## src/hw/rtl/gop_pkg.sv

```systemverilog
`timescale 1ns / 1ps

package gop_pkg;

  localparam logic [7:0] CharG     = 8'h47;
  localparam logic [7:0] CharM     = 8'h4D;
  localparam logic [7:0] CharT     = 8'h54;
  localparam logic [7:0] CharPlus  = 8'h2B;
  localparam logic [7:0] CharMinus = 8'h2D;
  localparam logic [7:0] CharColon = 8'h3A;
  localparam logic [7:0] CharZero  = 8'h30;
  localparam logic [7:0] CharNine  = 8'h39;

  localparam logic [2:0] PosSign  = 3'd3;
  localparam logic [2:0] PosFirst = 3'd4;
  localparam logic [2:0] PosBody  = 3'd5;

  localparam int unsigned MaxHours   = 23;
  localparam int unsigned MaxMinutes = 59;

  typedef struct packed {
    logic [7:0] ch;
    logic       last;
  } char_item_t;

  typedef struct packed {
    logic               valid_res;
    logic signed [11:0] offset_minutes;
    logic               minus_sign;
    logic [4:0]         hour_part;
    logic [5:0]         minute_part;
  } res_item_t;

endpackage

```

## src/hw/rtl/gmt_offset_id_parser.sv

```systemverilog
`timescale 1ns / 1ps

// custom gmt offset zone id parser (GMT+h, GMT-hhmm, GMT+hh:mm and so on)
// char channel: one ascii character per transfer, last marks the end of an id
// res channel: one result transfer per id, issued for its last character
// the result is registered after the last character's transfer, through the
//   id state registers, then the result register
// throughput: one character per cycle while char_stall is low; the state update is a
//   single digit shift and small compare, the result path one 5x6 bit multiply and add
// the id state clears in the same cycle its result moves to the result
//   register, so the next id can start right behind the previous one
// when res_stall holds a result and another finished id waits behind it,
//   char_stall goes high until the result register frees up
// reset clears the id state and drops res_valid; no clearing pass is needed
// an id too short, with a bad prefix, sign or character, or out of range
//   gives valid_res low and all other fields zero

module gmt_offset_id_parser (
  input  logic                  clk,
  input  logic                  rst,
  input  logic                  char_valid,
  output logic                  char_stall,
  input  gop_pkg::char_item_t   char_item,
  output logic                  res_valid,
  input  logic                  res_stall,
  output gop_pkg::res_item_t    res_item
);
  import gop_pkg::*;

  // id state
  logic [2:0] pos;
  logic       err;
  logic       neg;
  logic       colon;
  logic [1:0] count;
  logic [6:0] held;
  logic [4:0] hi;
  logic       hi_over;
  logic [3:0] tens;
  logic [3:0] units;
  logic       pend;

  logic [2:0] pos_next;
  logic       err_next;
  logic       neg_next;
  logic       colon_next;
  logic [1:0] count_next;
  logic [6:0] held_next;
  logic [4:0] hi_next;
  logic       hi_over_next;
  logic [3:0] tens_next;
  logic [3:0] units_next;

  logic       accept;
  logic       go;
  logic [7:0] hi_calc;
  logic [6:0] two_digits;
  logic       is_digit;

  // result path
  logic        ok;
  logic [6:0]  hours;
  logic [6:0]  minutes;
  logic [10:0] total;
  logic [11:0] offset;
  res_item_t   res_calc;

  assign go         = pend && (!res_valid || !res_stall);
  assign char_stall = pend && res_valid && res_stall;
  assign accept     = char_valid && !char_stall;

  assign two_digits = 7'(tens) * 7'd10 + 7'(units);
  assign is_digit   = (char_item.ch >= CharZero) && (char_item.ch <= CharNine);

  always_comb begin
    if (pend) begin
      pos_next     = '0;
      err_next     = 1'b0;
      neg_next     = 1'b0;
      colon_next   = 1'b0;
      count_next   = '0;
      held_next    = '0;
      hi_next      = '0;
      hi_over_next = 1'b0;
      tens_next    = '0;
      units_next   = '0;
    end else begin
      pos_next     = pos;
      err_next     = err;
      neg_next     = neg;
      colon_next   = colon;
      count_next   = count;
      held_next    = held;
      hi_next      = hi;
      hi_over_next = hi_over;
      tens_next    = tens;
      units_next   = units;
    end
    hi_calc = 8'(hi_next * 8'd10) + 8'(tens_next);
    if (accept) begin
      case (pos_next)
        3'd0: begin
          if (char_item.ch != CharG) err_next = 1'b1;
          pos_next = 3'd1;
        end
        3'd1: begin
          if (char_item.ch != CharM) err_next = 1'b1;
          pos_next = 3'd2;
        end
        3'd2: begin
          if (char_item.ch != CharT) err_next = 1'b1;
          pos_next = PosSign;
        end
        PosSign: begin
          if (char_item.ch == CharMinus) neg_next = 1'b1;
          else if (char_item.ch != CharPlus) err_next = 1'b1;
          pos_next = PosFirst;
        end
        default: begin
          pos_next = PosBody;
          if (char_item.ch == CharColon) begin
            if (colon_next || (count_next == 2'd3)) begin
              err_next = 1'b1;
            end else begin
              held_next    = 7'(tens_next) * 7'd10 + 7'(units_next);
              colon_next   = 1'b1;
              count_next   = '0;
              hi_next      = '0;
              hi_over_next = 1'b0;
              tens_next    = '0;
              units_next   = '0;
            end
          end else if (is_digit) begin
            hi_over_next = hi_over_next || (hi_calc > 8'(MaxHours));
            hi_next      = hi_calc[4:0];
            tens_next    = units_next;
            units_next   = char_item.ch[3:0];
            if (count_next != 2'd3) count_next = count_next + 2'd1;
          end else begin
            err_next = 1'b1;
          end
        end
      endcase
    end
  end

  always_comb begin
    ok      = !err && (pos == PosBody);
    hours   = '0;
    minutes = '0;
    if (colon) begin
      if (count != 2'd2) ok = 1'b0;
      hours   = held;
      minutes = two_digits;
    end else if (count != 2'd3) begin
      hours = two_digits;
    end else begin
      if (hi_over) ok = 1'b0;
      hours   = 7'(hi);
      minutes = two_digits;
    end
    if ((hours > 7'(MaxHours)) || (minutes > 7'(MaxMinutes))) ok = 1'b0;
    if (!ok) begin
      hours   = '0;
      minutes = '0;
    end
    total  = 11'(hours[4:0] * 11'd60) + 11'(minutes[5:0]);
    offset = (ok && neg) ? 12'(12'd0 - 12'(total)) : 12'(total);
    res_calc.valid_res      = ok;
    res_calc.offset_minutes = offset;
    res_calc.minus_sign     = ok && neg;
    res_calc.hour_part      = hours[4:0];
    res_calc.minute_part    = minutes[5:0];
  end

  always_ff @(posedge clk) begin
    if (rst) begin
      pos       <= '0;
      err       <= 1'b0;
      neg       <= 1'b0;
      colon     <= 1'b0;
      count     <= '0;
      held      <= '0;
      hi        <= '0;
      hi_over   <= 1'b0;
      tens      <= '0;
      units     <= '0;
      pend      <= 1'b0;
      res_valid <= 1'b0;
    end else begin
      if (accept || go) begin
        pos     <= pos_next;
        err     <= err_next;
        neg     <= neg_next;
        colon   <= colon_next;
        count   <= count_next;
        held    <= held_next;
        hi      <= hi_next;
        hi_over <= hi_over_next;
        tens    <= tens_next;
        units   <= units_next;
        pend    <= accept && char_item.last;
      end
      if (go) begin
        res_valid <= 1'b1;
      end else if (!res_stall) begin
        res_valid <= 1'b0;
      end
    end
  end

  always_ff @(posedge clk) begin
    if (go) begin
      res_item <= res_calc;
    end
  end

endmodule
```

## config.mk

```make
export PLATFORM = sky130hd
export DESIGN_NAME = gmt_offset_id_parser
export DESIGN_NICKNAME = d
export VERILOG_FILES = /design/src/hw/rtl/gop_pkg.sv /design/src/hw/rtl/gmt_offset_id_parser.sv
export SDC_FILE = /design/constraint.sdc
export NUM_CORES = 1
export LEC_CHECK = 0
export BUFFER_PORTS_ARGS = -buffer_cell sky130_fd_sc_hd__buf_2
export CAP_MARGIN = 20
export CORE_MARGIN = 2
export CORE_UTILIZATION = 42
export DETAILED_ROUTE_END_ITERATION = 16
export PLACE_DENSITY = 0.69
export SYNTH_ARGS = -nofsm -noshare
export SYNTH_HDL_FRONTEND = slang
export SYNTH_SLANG_ARGS = --single-unit
```

## constraint.sdc

```tcl
create_clock -name clk -period 16.2 [get_ports clk]
set_input_delay 1.62 -clock clk [delete_from_list [all_inputs] [get_ports clk]]
set_output_delay 1.62 -clock clk [all_outputs]
set_load 0.005 [all_outputs]
```

==> results.env, run 1 <==
STATUS='finished, final reports clean'
RR_STARTPOINT='tens[1]'
GRT_PASS1_WL_UM=15900
CLOCKBUFFERDEPTH=2
ANT_NETS=0
PLACEMENTROWS=36
NUMCLOCKSINKS=55
NETLIST_INSTANCES=473
CLOCK_SKEW_NS=0.00734
FP.DIEH_UM=105
DRV_CAP=0
MAXIMUM_NUMBER_OF_PINS_ON_ONE_NET_BEFORE_GLOBAL_ROUTE_REPAIR=32
LIBRARY_CELL_WITH_THE_LARGEST_SUMMED_AREA_AFTER_SYNTHESIS='sky130_fd_sc_hd__edfxtp_1'
WORST_SLACK_NS=10.06
P_PER_AREA_nW_PER_UM2=55.3
NUM-NETS-FINAL=564
CRITICAL-PATH-TOP-DELAY-FAMILY='adder cells'
POSTSYNTHREGISTERBITS=55
CTSRESIZECOUNT=0
TIMING.FMAX_MHz=163
FINAL_CORE_UTIL_PCT=47.5
POSTSYNTHAREAPERCELL_UM2=9.02
DRV_SLEW=0
TIMING.CRITICAL_PATH.DEPTH=28
HP-CLASS='flip-flop to flip-flop'
WORST_R2R_PATH_DEPTH=28
MAX_SLEW.WORST_PIN.SLEW_NS=0.969
ROUTED_VIA_COUNT_DIVIDED_BY_CELL_COUNT=5.43
HOLD_VIOL=0
CTS-ROOT-BUF='sky130_fd_sc_hd__clkbuf_8'
SYNTH_SEQUENTIAL_AREA_RATIO_PCT=31.4
ROUTED-VIA-COUNT=3456
DIEWIDTH_UM=105
POST-DP-HPWL_UM=7380
DETAIL_ROUTE.ITER0.VIOLATIONS=129
TRITONCTS='done'
TRITONCTS.NUM_BUFFERS=5
LIBRARY_CELLS_USED_BY_SYNTHESIS=67
CRITPATHARRIVALTIME_NS=6.21
CTS.HTREE.LEVELS=2
PATH_CLASS='flip-flop to flip-flop'
GRT_SETUP_UNREPAIRED='false'
GRT_ANTENNA_BEFORE_REPAIR=0
CLKTRANSATPATHREGS_NS=0.10
FINALWORSTPATHREQUIREDPERIOD_NS=6.14
TOTAL_POWER_W=0.000258
SETUP.REG_TO_REG.WORST_SLACK_NS=10.06
CRITICAL_PATH.MOST_COMMON_CELL='sky130_fd_sc_hd__inv_1'
R2R-END='res_item[22]'
SYNTH_NETS=535
ROUTED_WIRELENGTH_UM=9300
DRT-WIRELENGTH-PER-CELL_UM=14.6
DIODES=0
IOPINCOUNT=40
YOSYS-TOP-CELLS-AREA='sky130_fd_sc_hd__edfxtp_1 (17%), sky130_fd_sc_hd__dfxtp_1 (15%), sky130_fd_sc_hd__ha_1 (11%)'
WORST_IR_DROP_VDD_mV=0.0403
GPL.FINAL_WEIGHTED_CONGESTION=0.911
SYNTH_WARNINGS=0
ASYNCSETRESETFLOPFRACSYNTH_PCT=0
NETLIST.AREA_LEADER.SHARE_PCT=16.9
SYNTH_AREA_UM2=4270
GLOBALROUTE.TOTALOVERFLOW=0
WORST_PATH_MAX_DELAY_CELL='sky130_fd_sc_hd__fa_1'
PRE_CTS_SLACK_NS=10.08
LAYOUT_WORST_PATH_CYCLE_SHARE_PCT=37.9
FP.COREAREA_UM2=9820
POSTCTSHOLDBUFS=0
AREA.GROWTH.SYNTH_TO_FINAL_PCT=9.36
SHARE_OF_FINAL_LAYOUT_STANDARD_CELLS_STRONGER_THAN_DRIVE_STRENGTH_1_PCT=12.9
CRITICAL_PATH.STARTPOINT_TYPE='flip-flop'
CLKLATENCYLATEPIN_NS=0.32
CRITICAL_PATH.MAX_STAGE_DELAY_NS=0.55
SYNTH_ENABLE_FLOP_CELLS=24
WORST-ENDPOINT-REQUIRED_NS=16.27
FINAL-SETUP-VIOL-COUNT=0
CRITICAL_PATH_START='tens[1]'
PORTBUFFERS=39
DR.PASS1.ITERS=4
STATIC-LEAKAGE-POWER_nW=2.09
CTS_SETUP_BUFFERS=0
TRACK_USAGE_PCT=17.5
END_KIND='flip-flop'
VIAS_IN_THE_FIRST_GLOBAL_ROUTE=3387
SETUP-TNS-FINAL_NS=0
POSTSYNTH.TOPFLOPCELL='sky130_fd_sc_hd__dfxtp_1'
CRITICAL_PATH.N_BUFFERS_INVERTERS=6
WORST_SLEW_MARGIN_REL_PCT=35.3
DIE_AREA_UM2=11000
START_UTIL_PCT=43.4
CRIT_PATH_END='res_item[22]'
FILLER_CELL_COUNT=976
CRITPATHMAXFANOUT=6
ROUTE.DETAILED.DRC=0
## report_power, final
group / switching, W / internal, W / leakage, nW
logic: 0.0000111 / 0.00000644 / 1.54
registers: 0.00000229 / 0.000146 / 0.489
clock network: 0.0000475 / 0.0000447 / 0.0600
## synthesized netlist by cell type (4+ instances only)
master / instances
sky130_fd_sc_hd__dfxtp_1: 31
sky130_fd_sc_hd__o21ai_1: 7
sky130_fd_sc_hd__a21oi_1: 26
sky130_fd_sc_hd__a21o_1: 8
sky130_fd_sc_hd__edfxtp_1: 24
sky130_fd_sc_hd__nor2_1: 66
sky130_fd_sc_hd__a211oi_1: 4
sky130_fd_sc_hd__and2_1: 5
sky130_fd_sc_hd__xnor2_1: 24
sky130_fd_sc_hd__nand3_1: 8
sky130_fd_sc_hd__ha_1: 37
sky130_fd_sc_hd__inv_1: 32
sky130_fd_sc_hd__o21ai_0: 11
sky130_fd_sc_hd__nand2b_1: 7
sky130_fd_sc_hd__nand2_1: 29
sky130_fd_sc_hd__a22oi_1: 20
sky130_fd_sc_hd__mux2i_1: 5
sky130_fd_sc_hd__xor2_1: 10
sky130_fd_sc_hd__a31oi_1: 6
sky130_fd_sc_hd__clkbuf_1: 10
sky130_fd_sc_hd__fa_1: 12
sky130_fd_sc_hd__nor2b_1: 20
sky130_fd_sc_hd__and3_1: 7
## metrics by stage
stage / instance area [um2] / hold slack [ns] / instances
after floorplan: 4270 / 0.457 / 473
final: 4660 / 0.517 / 636
after CTS: 4660 / 0.522 / 636
after detailed placement: 4550 / 0.494 / 628
after global placement: 4550 / 0.482 / 628
after global routing: 4660 / 0.563 / 636
## worst min-delay path by stage
stage | to | startpoint | cells past startpoint
2_1_floorplan | held[2] | held[2] | 2
3_3_place_gp | held[2] | held[2] | 2
3_5_place_dp | held[1] | held[1] | 2
4_1_cts | held[1] | held[1] | 2
5_1_grt | held[6] | held[6] | 2
6_report | held[1] | held[1] | 2
## cells by family (layout without fill, tap and decap cells)
| kind of cell | count (synthesis) | in the layout | share of synthesized area, % |
|---|---|---|---|
| and+or+nand+nor | 164 | 164 | 18.6 |
| AOI/OAI and AO/OA | 111 | 111 | 18.9 |
| DFF | 55 | 55 | 31.4 |
| buffers and inverters | 51 | 81 | 4.90 |
| adders and majority gates | 50 | 50 | 16.7 |
| xor gates and xnor gates | 36 | 36 | 8.01 |
| muxes | 6 | 6 | 1.44 |
## final cells by class
type                       instances  area (um2)  share of cell area (%)
clock buffer                       7         108                    2.31
clock inverter                     1        8.76                   0.188
inverter                          34         130                    2.79
multi-input combinational        367        2720                    58.2
sequential                        55        1340                    28.8
tap                              133         166                    3.57
timing repair buffer              39         195                    4.18
## flip-flops by register name, summed over array words and instances (netlist names), 2 cells and up
register  flops
res_item     24
tens          4
hi            5
count         2
units         4
pos           3
held          7
## worst min-delay path: cells and delay by family (launching register included)
kind            cells  cell delay [ns]
flops               1             0.35
compound gates      1             0.07
simple gates        1             0.07
## metal layers
metal	track usage [%]	vias to the layer above	wire, um
met5	0	-	0
met2	30.8	90	4390
li1	-	1728	-
met3	2.18	17	371
met4	5.43	0	212
met1	22.4	1621	4340
## cells in the final DEF, fill, tap and decap left out, types with 8 or more instances in the layout
cell type / instances
sky130_fd_sc_hd__a21o_1: 8
sky130_fd_sc_hd__nor2_1: 66
sky130_fd_sc_hd__buf_2: 39
sky130_fd_sc_hd__dfxtp_1: 31
sky130_fd_sc_hd__o21ai_0: 11
sky130_fd_sc_hd__ha_1: 37
sky130_fd_sc_hd__edfxtp_1: 24
sky130_fd_sc_hd__a21oi_1: 26
sky130_fd_sc_hd__fa_1: 12
sky130_fd_sc_hd__a22oi_1: 20
sky130_fd_sc_hd__nor2b_1: 20
sky130_fd_sc_hd__xor2_1: 10
sky130_fd_sc_hd__nand2_1: 29
sky130_fd_sc_hd__nand3_1: 8
sky130_fd_sc_hd__xnor2_1: 24
sky130_fd_sc_hd__inv_1: 32
Power figures use the tool's default switching activity.
==> inputs of run 2 (changes only) <==
clock period = 6.2 ns   (was 16.2 ns; I/O delays follow)
==> run 2 against run 1 <==
Effect of this change:
- sequential power grew to 2.6 times the previous value
- clock power increased by 140%
- critical path type unchanged
- critical path depth fell by 2
==> results.env, run 2 (synthesized netlist as in run 1, its figures left out) <==
WORST_R2R_PATH_DEPTH=26  # was 28
ROUTED_VIA_COUNT_DIVIDED_BY_CELL_COUNT=5.45  # was 5.43
REGMOSTFLOPS='res_item'  # unchanged
PLACEMENTROWS=36  # unchanged
WORST_SLACK_NS=0.339  # was 10.06 ns
VIAS_IN_THE_FIRST_GLOBAL_ROUTE=3538  # was 3387
LARGEST_REGISTER_FF_COUNT=24  # unchanged
CTS-ROOT-BUF='sky130_fd_sc_hd__clkbuf_8'  # unchanged
FP.COREAREA_UM2=9820  # unchanged
AREA.GROWTH.SYNTH_TO_FINAL_PCT=9.86  # was 9.36%
LAYOUT_WORST_PATH_CYCLE_SHARE_PCT=94.5  # was 37.9%
CRITPATHARRIVALTIME_NS=5.94  # was 6.21 ns
CRITICAL_PATH.STARTPOINT_TYPE='flip-flop'  # unchanged
FILLER_CELL_COUNT=959  # was 976
GLOBALROUTE.TOTALOVERFLOW=0  # unchanged
WORST-ENDPOINT-REQUIRED_NS=6.28  # was 16.27 ns
ROUTED-VIA-COUNT=3477  # was 3456
HOLD_VIOL=0  # unchanged
HP-CLASS='flip-flop to flip-flop'  # unchanged
MOSTFREQUENTLAYOUTCELL='sky130_fd_sc_hd__nor2_1'  # unchanged
CLKLATENCYLATEPIN_NS=0.32  # about the same
POSTCTSHOLDBUFS=0  # unchanged
TRITONCTS='done'  # unchanged
PRE_CTS_SLACK_NS=0.114  # was 10.08 ns
DIODES=0  # unchanged
TOTAL_POWER_W=0.000651  # was 0.000258 W
CLKTRANSATPATHREGS_NS=0.10  # about the same
LARGESTREGISTERS='res_item (24), held (7), hi (5)'  # unchanged
GPL.FINAL_WEIGHTED_CONGESTION=0.924  # was 0.911
FINALWORSTPATHREQUIREDPERIOD_NS=5.86  # was 6.14 ns
GRT_SETUP_UNREPAIRED='false'  # unchanged
DR.PASS1.ITERS=6  # was 4
ROUTED_WIRELENGTH_UM=9740  # was 9300 um
FINAL_CELL_MIX='sky130_fd_sc_hd__nor2_1 (65), sky130_fd_sc_hd__buf_2 (39), sky130_fd_sc_hd__ha_1 (36), sky130_fd_sc_hd__inv_1 (31)'  # was sky130_fd_sc_hd__nor2_1 (66), sky130_fd_sc_hd__buf_2 (39), sky130_fd_sc_hd__ha_1 (37), sky130_fd_sc_hd__inv_1 (32), sky130_fd_sc_hd__dfxtp_1 (31)
GRT_PASS1_WL_UM=16400  # was 15900 um
P_PER_AREA_nW_PER_UM2=139  # was 55.3 nW/um2
ROUTE.DETAILED.DRC=0  # unchanged
DIEWIDTH_UM=105  # unchanged
WORST_SLEW_MARGIN_REL_PCT=35.3  # about the same
DRT-WIRELENGTH-PER-CELL_UM=15.3  # was 14.6 um
TRACK_USAGE_PCT=18.1  # was 17.5%
START_UTIL_PCT=43.4  # unchanged
MAX_SLEW.WORST_PIN.SLEW_NS=0.970  # was 0.969 ns
TIMING.FMAX_MHz=171  # was 163 MHz
SETUP.REG_TO_REG.WORST_SLACK_NS=0.34  # was 10.06 ns
PATH_CLASS='flip-flop to flip-flop'  # unchanged
CTS.HTREE.LEVELS=2  # unchanged
STATUS='finished, final reports clean'  # unchanged
IOPINCOUNT=40  # unchanged
FINAL-SETUP-VIOL-COUNT=0  # unchanged
WORST_IR_DROP_VDD_mV=0.0879  # was 0.0403 mV
DRV_CAP=0  # unchanged
TRITONCTS.NUM_BUFFERS=5  # unchanged
CRITICAL_PATH_START='tens[1]'  # unchanged
NUM-NETS-FINAL=566  # was 564
POST-DP-HPWL_UM=7600  # was 7380 um
PORTBUFFERS=39  # unchanged
CLOCKBUFFERDEPTH=2  # unchanged
MAXIMUM_NUMBER_OF_PINS_ON_ONE_NET_BEFORE_GLOBAL_ROUTE_REPAIR=32  # unchanged
DETAIL_ROUTE.ITER0.VIOLATIONS=134  # was 129
STATIC-LEAKAGE-POWER_nW=2.10  # was 2.09 nW
R2R-END='res_item[22]'  # unchanged
ANT_NETS=0  # unchanged
SETUP-TNS-FINAL_NS=0  # unchanged
GRT_ANTENNA_BEFORE_REPAIR=0  # unchanged
FP.DIEH_UM=105  # unchanged
RR_STARTPOINT='tens[1]'  # unchanged
END_KIND='flip-flop'  # unchanged
NUMCLOCKSINKS=55  # unchanged
CRIT_PATH_END='res_item[22]'  # unchanged
CLOCK_SKEW_NS=0.00818  # was 0.00734 ns
DIE_AREA_UM2=11000  # unchanged
FINAL_CORE_UTIL_PCT=47.7  # was 47.5%
CRITPATHMAXFANOUT=6  # unchanged
DRV_SLEW=0  # unchanged
SHARE_OF_FINAL_LAYOUT_STANDARD_CELLS_STRONGER_THAN_DRIVE_STRENGTH_1_PCT=14.9  # was 12.9%
[run 2: what timing repair did]
action / in CTS / in global routing
endpoints found under the setup margin: 0 / 4
setup buffers: 0 / 1
endpoints found under the hold margin: 0 / 0
gates resized for setup: 0 / 9
[run 2: critical path, stage by stage, from the launching register on]
cell,delay (ns)
sky130_fd_sc_hd__dfxtp_2,0.36
sky130_fd_sc_hd__ha_1,0.30
sky130_fd_sc_hd__ha_1,0.20
sky130_fd_sc_hd__inv_1,0.07
sky130_fd_sc_hd__fa_2,0.47
sky130_fd_sc_hd__and3_1,0.17
sky130_fd_sc_hd__o211ai_1,0.19
sky130_fd_sc_hd__a31oi_2,0.13
sky130_fd_sc_hd__a22oi_2,0.21
sky130_fd_sc_hd__and2_4,0.19
sky130_fd_sc_hd__o21ai_4,0.08
sky130_fd_sc_hd__inv_4,0.12
sky130_fd_sc_hd__nand2_1,0.14
sky130_fd_sc_hd__inv_2,0.11
sky130_fd_sc_hd__ha_1,0.26
sky130_fd_sc_hd__inv_1,0.08
sky130_fd_sc_hd__fa_1,0.46
sky130_fd_sc_hd__fa_1,0.55
sky130_fd_sc_hd__inv_1,0.05
sky130_fd_sc_hd__ha_2,0.38
sky130_fd_sc_hd__inv_1,0.07
sky130_fd_sc_hd__nor2_1,0.13
sky130_fd_sc_hd__nor2_2,0.06
sky130_fd_sc_hd__xnor2_1,0.33
sky130_fd_sc_hd__and2_4,0.24
sky130_fd_sc_hd__a41oi_2,0.12
sky130_fd_sc_hd__xor2_1,0.16
[run 2: worst min path at each step]
stage	startpoint	slack [ns]	end	cells past startpoint
2_1_floorplan	held[2]	0.46	held[2]	2
3_3_place_gp	held[2]	0.48	held[2]	2
3_5_place_dp	held[2]	0.48	held[2]	2
4_1_cts	held[2]	0.50	held[2]	2
5_1_grt	held[2]	0.52	held[2]	2
6_report	held[2]	0.50	held[2]	2
[run 2: layout make-up]
class	count	area, um2	area share (%)
multi-input cells	367	2740	58.5
flip-flops and latches	55	1340	28.7
repair buffers	41	210	4.49
well taps	133	166	3.55
inverters	34	130	2.78
clock buffers	7	86.3	1.84
clock inverters	1	8.76	0.187
[run 2: report_power, final]
group | switching, W | internal [W] | leakage (nW)
Combinational | 0.0000293 | 0.0000171 | 1.56
Sequential | 0.00000599 | 0.000381 | 0.489
Clock | 0.000125 | 0.0000920 | 0.0484
[run 2: metrics by stage]
step                hold slack [ns]  std cells  instance area [um2]
global route                  0.523        638                 4690
detailed placement            0.477        629                 4560
CTS                           0.503        637                 4650
floorplan                     0.457        473                 4270
finish                        0.500        638                 4690
global placement              0.482        629                 4560
[run 2: layer usage]
layer | up-vias | part of all wire (%) | GRT usage (%)
li1 | 1719 | - | -
met1 | 1639 | 45 | 22.1
met2 | 100 | 49 | 32.7
met3 | 19 | 4.0 | 2.62
met4 | 0 | 2.0 | 5.81
met5 | - | 0 | 0
==> inputs of run 3 (changes only) <==
ABC_AREA = 1   (was not set)
CORE_ASPECT_RATIO = 1.25   (was not set)
PLACE_DENSITY = 0.68   (was 0.69)
==> run 3 against run 2 <==
Effect of this change:
- die area increased by 12%
- flip-flop and latch count unchanged
- count of clock-buffer cells in the layout decreased by 2
- first-iteration DRC count grew 51%
- fmax is 2.0% higher
- synthesized area is 13% higher
- critical path depth rose by 6
- routed wire length is 21% higher
- global-route usage up 1.3 points
- non-clock buffer count grew 3
- critical path type unchanged
- highest routed layer unchanged
==> results.env, run 3 <==
AREA.GROWTH.SYNTH_TO_FINAL_PCT=10.2  # was 9.86%
CRITICAL-PATH-TOP-DELAY-FAMILY='adder cells'  # unchanged
END_KIND='flip-flop'  # unchanged
LARGEST_REGISTER_FF_COUNT=24  # unchanged
DETAILED_PLACE.AREA_UM2=5130  # was 4560 um2
MOST_INSTANTIATED_LIBRARY_CELL_AFTER_SYNTHESIS='sky130_fd_sc_hd__nand2_1'  # was sky130_fd_sc_hd__nor2_1
ROUTED_WIRELENGTH_UM=11800  # was 9740 um
SYNTH_AREA_UM2=4820  # was 4270 um2
HP-CLASS='flip-flop to flip-flop'  # unchanged
ASYNCSETRESETFLOPFRACSYNTH_PCT=0  # unchanged
ROUTED_VIA_COUNT_DIVIDED_BY_CELL_COUNT=5.27  # was 5.45
WORST_PATH_MAX_DELAY_CELL='sky130_fd_sc_hd__fa_1'  # unchanged
CRITICAL_PATH.MAX_STAGE_DELAY_NS=0.55  # about the same
CRITICAL_PATH.N_BUFFERS_INVERTERS=6  # unchanged
CRITPATHMAXFANOUT=6  # unchanged
P_PER_AREA_nW_PER_UM2=142  # was 139 nW/um2
STATUS='finished, final reports clean'  # unchanged
CLOCK_SKEW_NS=0.0136  # was 0.00818 ns
PORTBUFFERS=39  # unchanged
DP_CELLS=829  # was 629
GRT_ANTENNA_BEFORE_REPAIR=0  # unchanged
DRV_SLEW=0  # unchanged
TRACK_USAGE_PCT=19.5  # was 18.1%
GRT_PASS1_WL_UM=19200  # was 16400 um
FP.DIEH_UM=124  # was 105 um
SETUP-TNS-FINAL_NS=0  # unchanged
SYNTH_ENABLE_FLOP_CELLS=24  # unchanged
ANT_NETS=0  # unchanged
HOLD_VIOL=0  # unchanged
CLKTRANSATPATHREGS_NS=0.08  # was 0.10 ns
LAYOUT_WORST_PATH_CYCLE_SHARE_PCT=92.7  # was 94.5%
GPL.FINAL_WEIGHTED_CONGESTION=0.931  # was 0.924
SYNTH_NETS=730  # was 535
CRITICAL_PATH.STARTPOINT_TYPE='flip-flop'  # unchanged
CRITPATHARRIVALTIME_NS=5.79  # was 5.94 ns
MAX_SLEW.WORST_PIN.SLEW_NS=0.796  # was 0.970 ns
LIBRARY_CELLS_USED_BY_SYNTHESIS=49  # was 67
NETLIST.AREA_LEADER.SHARE_PCT=15.0  # was 16.9%
VIAS_IN_THE_FIRST_GLOBAL_ROUTE=4170  # was 3538
YOSYS-TOP-CELLS-COUNT='sky130_fd_sc_hd__nand2_1 (139), sky130_fd_sc_hd__inv_1 (111), sky130_fd_sc_hd__nor2_1 (68)'  # was sky130_fd_sc_hd__nor2_1 (66), sky130_fd_sc_hd__ha_1 (37), sky130_fd_sc_hd__inv_1 (32)
POSTSYNTHREGISTERBITS=55  # unchanged
WORST-ENDPOINT-REQUIRED_NS=6.24  # was 6.28 ns
COUNT_OF_PLACED_STANDARD_CELLS_IN_THE_FINAL_LAYOUT_FILLERS_LEFT_OUT=839  # was 638
DRT-WIRELENGTH-PER-CELL_UM=14.1  # was 15.3 um
DR.PASS1.ITERS=5  # was 6
WORST_IR_DROP_VDD_mV=0.0994  # was 0.0879 mV
CTS-ROOT-BUF='sky130_fd_sc_hd__clkbuf_16'  # was sky130_fd_sc_hd__clkbuf_8
DIODES=0  # unchanged
NUMCLOCKSINKS=55  # unchanged
TRITONCTS.NUM_BUFFERS=5  # unchanged
CLOCKBUFFERDEPTH=2  # unchanged
POST-DP-HPWL_UM=9340  # was 7600 um
LARGESTREGISTERS='res_item (24), held (7), hi (5)'  # unchanged
POSTSYNTH.TOPFLOPCELL='sky130_fd_sc_hd__dfxtp_1'  # unchanged
POSTSYNTHAREAPERCELL_UM2=7.21  # was 9.02 um2
FINAL-SETUP-VIOL-COUNT=0  # unchanged
SYNTH_SEQUENTIAL_AREA_RATIO_PCT=27.9  # was 31.4%
NUM-NETS-FINAL=765  # was 566
DIEWIDTH_UM=99.8  # was 105 um
GLOBALROUTE.TOTALOVERFLOW=0  # unchanged
NETLIST_INSTANCES=668  # was 473
SHARE_OF_FINAL_LAYOUT_STANDARD_CELLS_STRONGER_THAN_DRIVE_STRENGTH_1_PCT=14.2  # was 14.9%
FINALWORSTPATHREQUIREDPERIOD_NS=5.75  # was 5.86 ns
MAXIMUM_NUMBER_OF_PINS_ON_ONE_NET_BEFORE_GLOBAL_ROUTE_REPAIR=28  # was 32
PATH_CLASS='flip-flop to flip-flop'  # unchanged
DIE_AREA_UM2=12300  # was 11000 um2
STATIC-LEAKAGE-POWER_nW=2.51  # was 2.10 nW
STDCELL_AREA_UM2=5310  # was 4690 um2
DRV_CAP=0  # unchanged
REGMOSTFLOPS='res_item'  # unchanged
DETAIL_ROUTE.ITER0.VIOLATIONS=202  # was 134
PLACEMENTROWS=43  # was 36
IOPINCOUNT=40  # unchanged
LIBRARY_CELL_WITH_THE_LARGEST_SUMMED_AREA_AFTER_SYNTHESIS='sky130_fd_sc_hd__edfxtp_1'  # unchanged
TIMING.FMAX_MHz=174  # was 171 MHz
ROUTED-VIA-COUNT=4422  # was 3477
GRT_SETUP_UNREPAIRED='false'  # unchanged
FP.COREAREA_UM2=11100  # was 9820 um2
TRITONCTS='done'  # unchanged
YOSYS-TOP-CELLS-AREA='sky130_fd_sc_hd__edfxtp_1 (15%), sky130_fd_sc_hd__dfxtp_1 (13%), sky130_fd_sc_hd__nand2_1 (11%)'  # was sky130_fd_sc_hd__edfxtp_1 (17%), sky130_fd_sc_hd__dfxtp_1 (15%), sky130_fd_sc_hd__ha_1 (11%)
FINAL_CELL_MIX='sky130_fd_sc_hd__nand2_1 (139), sky130_fd_sc_hd__inv_1 (111), sky130_fd_sc_hd__nor2_1 (65), sky130_fd_sc_hd__o21ai_0 (42), sky130_fd_sc_hd__a21oi_1 (41)'  # was sky130_fd_sc_hd__nor2_1 (65), sky130_fd_sc_hd__buf_2 (39), sky130_fd_sc_hd__ha_1 (36), sky130_fd_sc_hd__inv_1 (31)
FILLER_CELL_COUNT=1091  # was 959
WORST_SLEW_MARGIN_REL_PCT=46.7  # was 35.3%
MOSTFREQUENTLAYOUTCELL='sky130_fd_sc_hd__nand2_1'  # was sky130_fd_sc_hd__nor2_1
START_UTIL_PCT=43.2  # was 43.4%
CTS.HTREE.LEVELS=2  # unchanged
ROUTE.DETAILED.DRC=0  # unchanged
SYNTH_WARNINGS=0  # unchanged
CLKLATENCYLATEPIN_NS=0.31  # was 0.32 ns
-- run 3: cell types whose count changed in the layout (fill, tap and decap cells not counted), moves of 8 or more --
cell / previous run / this run
sky130_fd_sc_hd__a22oi_1: 20 / 4
sky130_fd_sc_hd__xor2_1: 9 / 18
sky130_fd_sc_hd__nand2_1: 29 / 139
sky130_fd_sc_hd__nand3_1: 8 / 30
sky130_fd_sc_hd__nor2b_1: 20 / 0
sky130_fd_sc_hd__o21ai_0: 11 / 42
sky130_fd_sc_hd__inv_1: 31 / 111
sky130_fd_sc_hd__xnor2_1: 23 / 8
sky130_fd_sc_hd__a21o_1: 8 / 0
sky130_fd_sc_hd__nand2_2: 2 / 10
sky130_fd_sc_hd__a21oi_1: 26 / 41
-- run 3: logic make-up (layout without fill, tap and decap cells) --
logic type,after synthesis,after routing,synth area share [%]
fa+ha+maj,49,49,14.6
simple gates,287,287,28.1
flops,55,55,27.9
compound gates,116,116,13.8
xor+xnor,26,26,4.73
buf+inv,135,171,10.9
-- run 3: power by group --
group / leakage, nW / total, W / switching [W] / internal (W)
registers: 0.487 / 0.000392 / 0.00000720 / 0.000384
logic: 1.95 / 0.0000683 / 0.0000459 / 0.0000224
clock network: 0.0742 / 0.000294 / 0.000142 / 0.000152
total: 2.51 / 0.000754 / 0.000195 / 0.000558
-- run 3: worst register-to-register path: cells and delay by family, from the launching register on --
| kind | cells | cell delay [ns] |
|---|---|---|
| and+or+nand+nor | 17 | 1.78 |
| adders and majority gates | 7 | 2.57 |
| DFF | 1 | 0.36 |
| xor gates and xnor gates | 1 | 0.20 |
| AOI/OAI and AO/OA | 1 | 0.15 |
| buffers and inverters | 6 | 0.44 |
-- run 3: path summary, 6_finish.rpt --
path / end / startpoint / slack, ns / depth (start not counted)
setup / recovery: res_item[23] / tens[1] / 0.45 / 32
hold / removal: pos[0] / pos[0] / 0.46 / 2
setup reg to reg: res_item[23] / tens[1] / 0.45 / 32
hold reg to reg: pos[0] / pos[0] / 0.46 / 2
-- run 3: layout make-up --
class	count	area [um2]	area share (%)
multi-input combinational	478	2960	55.8
clock inverter	3	22.5	0.425
timing repair buffer	44	233	4.39
inverter	119	449	8.47
clock buffer	5	125	2.36
sequential	55	1340	25.3
tap	135	169	3.18
-- run 3: per-layer routing --
layer	track usage [%]	vias up	share of wire, %	wire (um)
met3	2.53	20	4.0	467
met5	0	-	0	0
met1	21.0	2062	39	4660
li1	-	2228	-	-
met4	6.85	0	1.9	230
met2	38.6	112	55	6440
-- run 3: metrics by stage --
step / total power, W / util, % / setup slack (ns) / hold slack (ns)
CTS: 0.000762 / 47.4 / 0.253 / 0.466
finish: 0.000754 / 47.6 / 0.451 / 0.463
global placement: 0.000466 / 46.0 / 0.558 / 0.451
detailed placement: 0.000467 / 46.0 / 0.275 / 0.454
floorplan: 0.000444 / - / 0.833 / 0.440
global route: 0.000781 / 47.6 / 0.0468 / 0.481
-- run 3: repair_timing --
item                       4_1_cts  5_1_grt
setup endpoints to repair        0        5
gates resized for setup          0        6
hold buffers                     0        0
setup buffers                    0        2
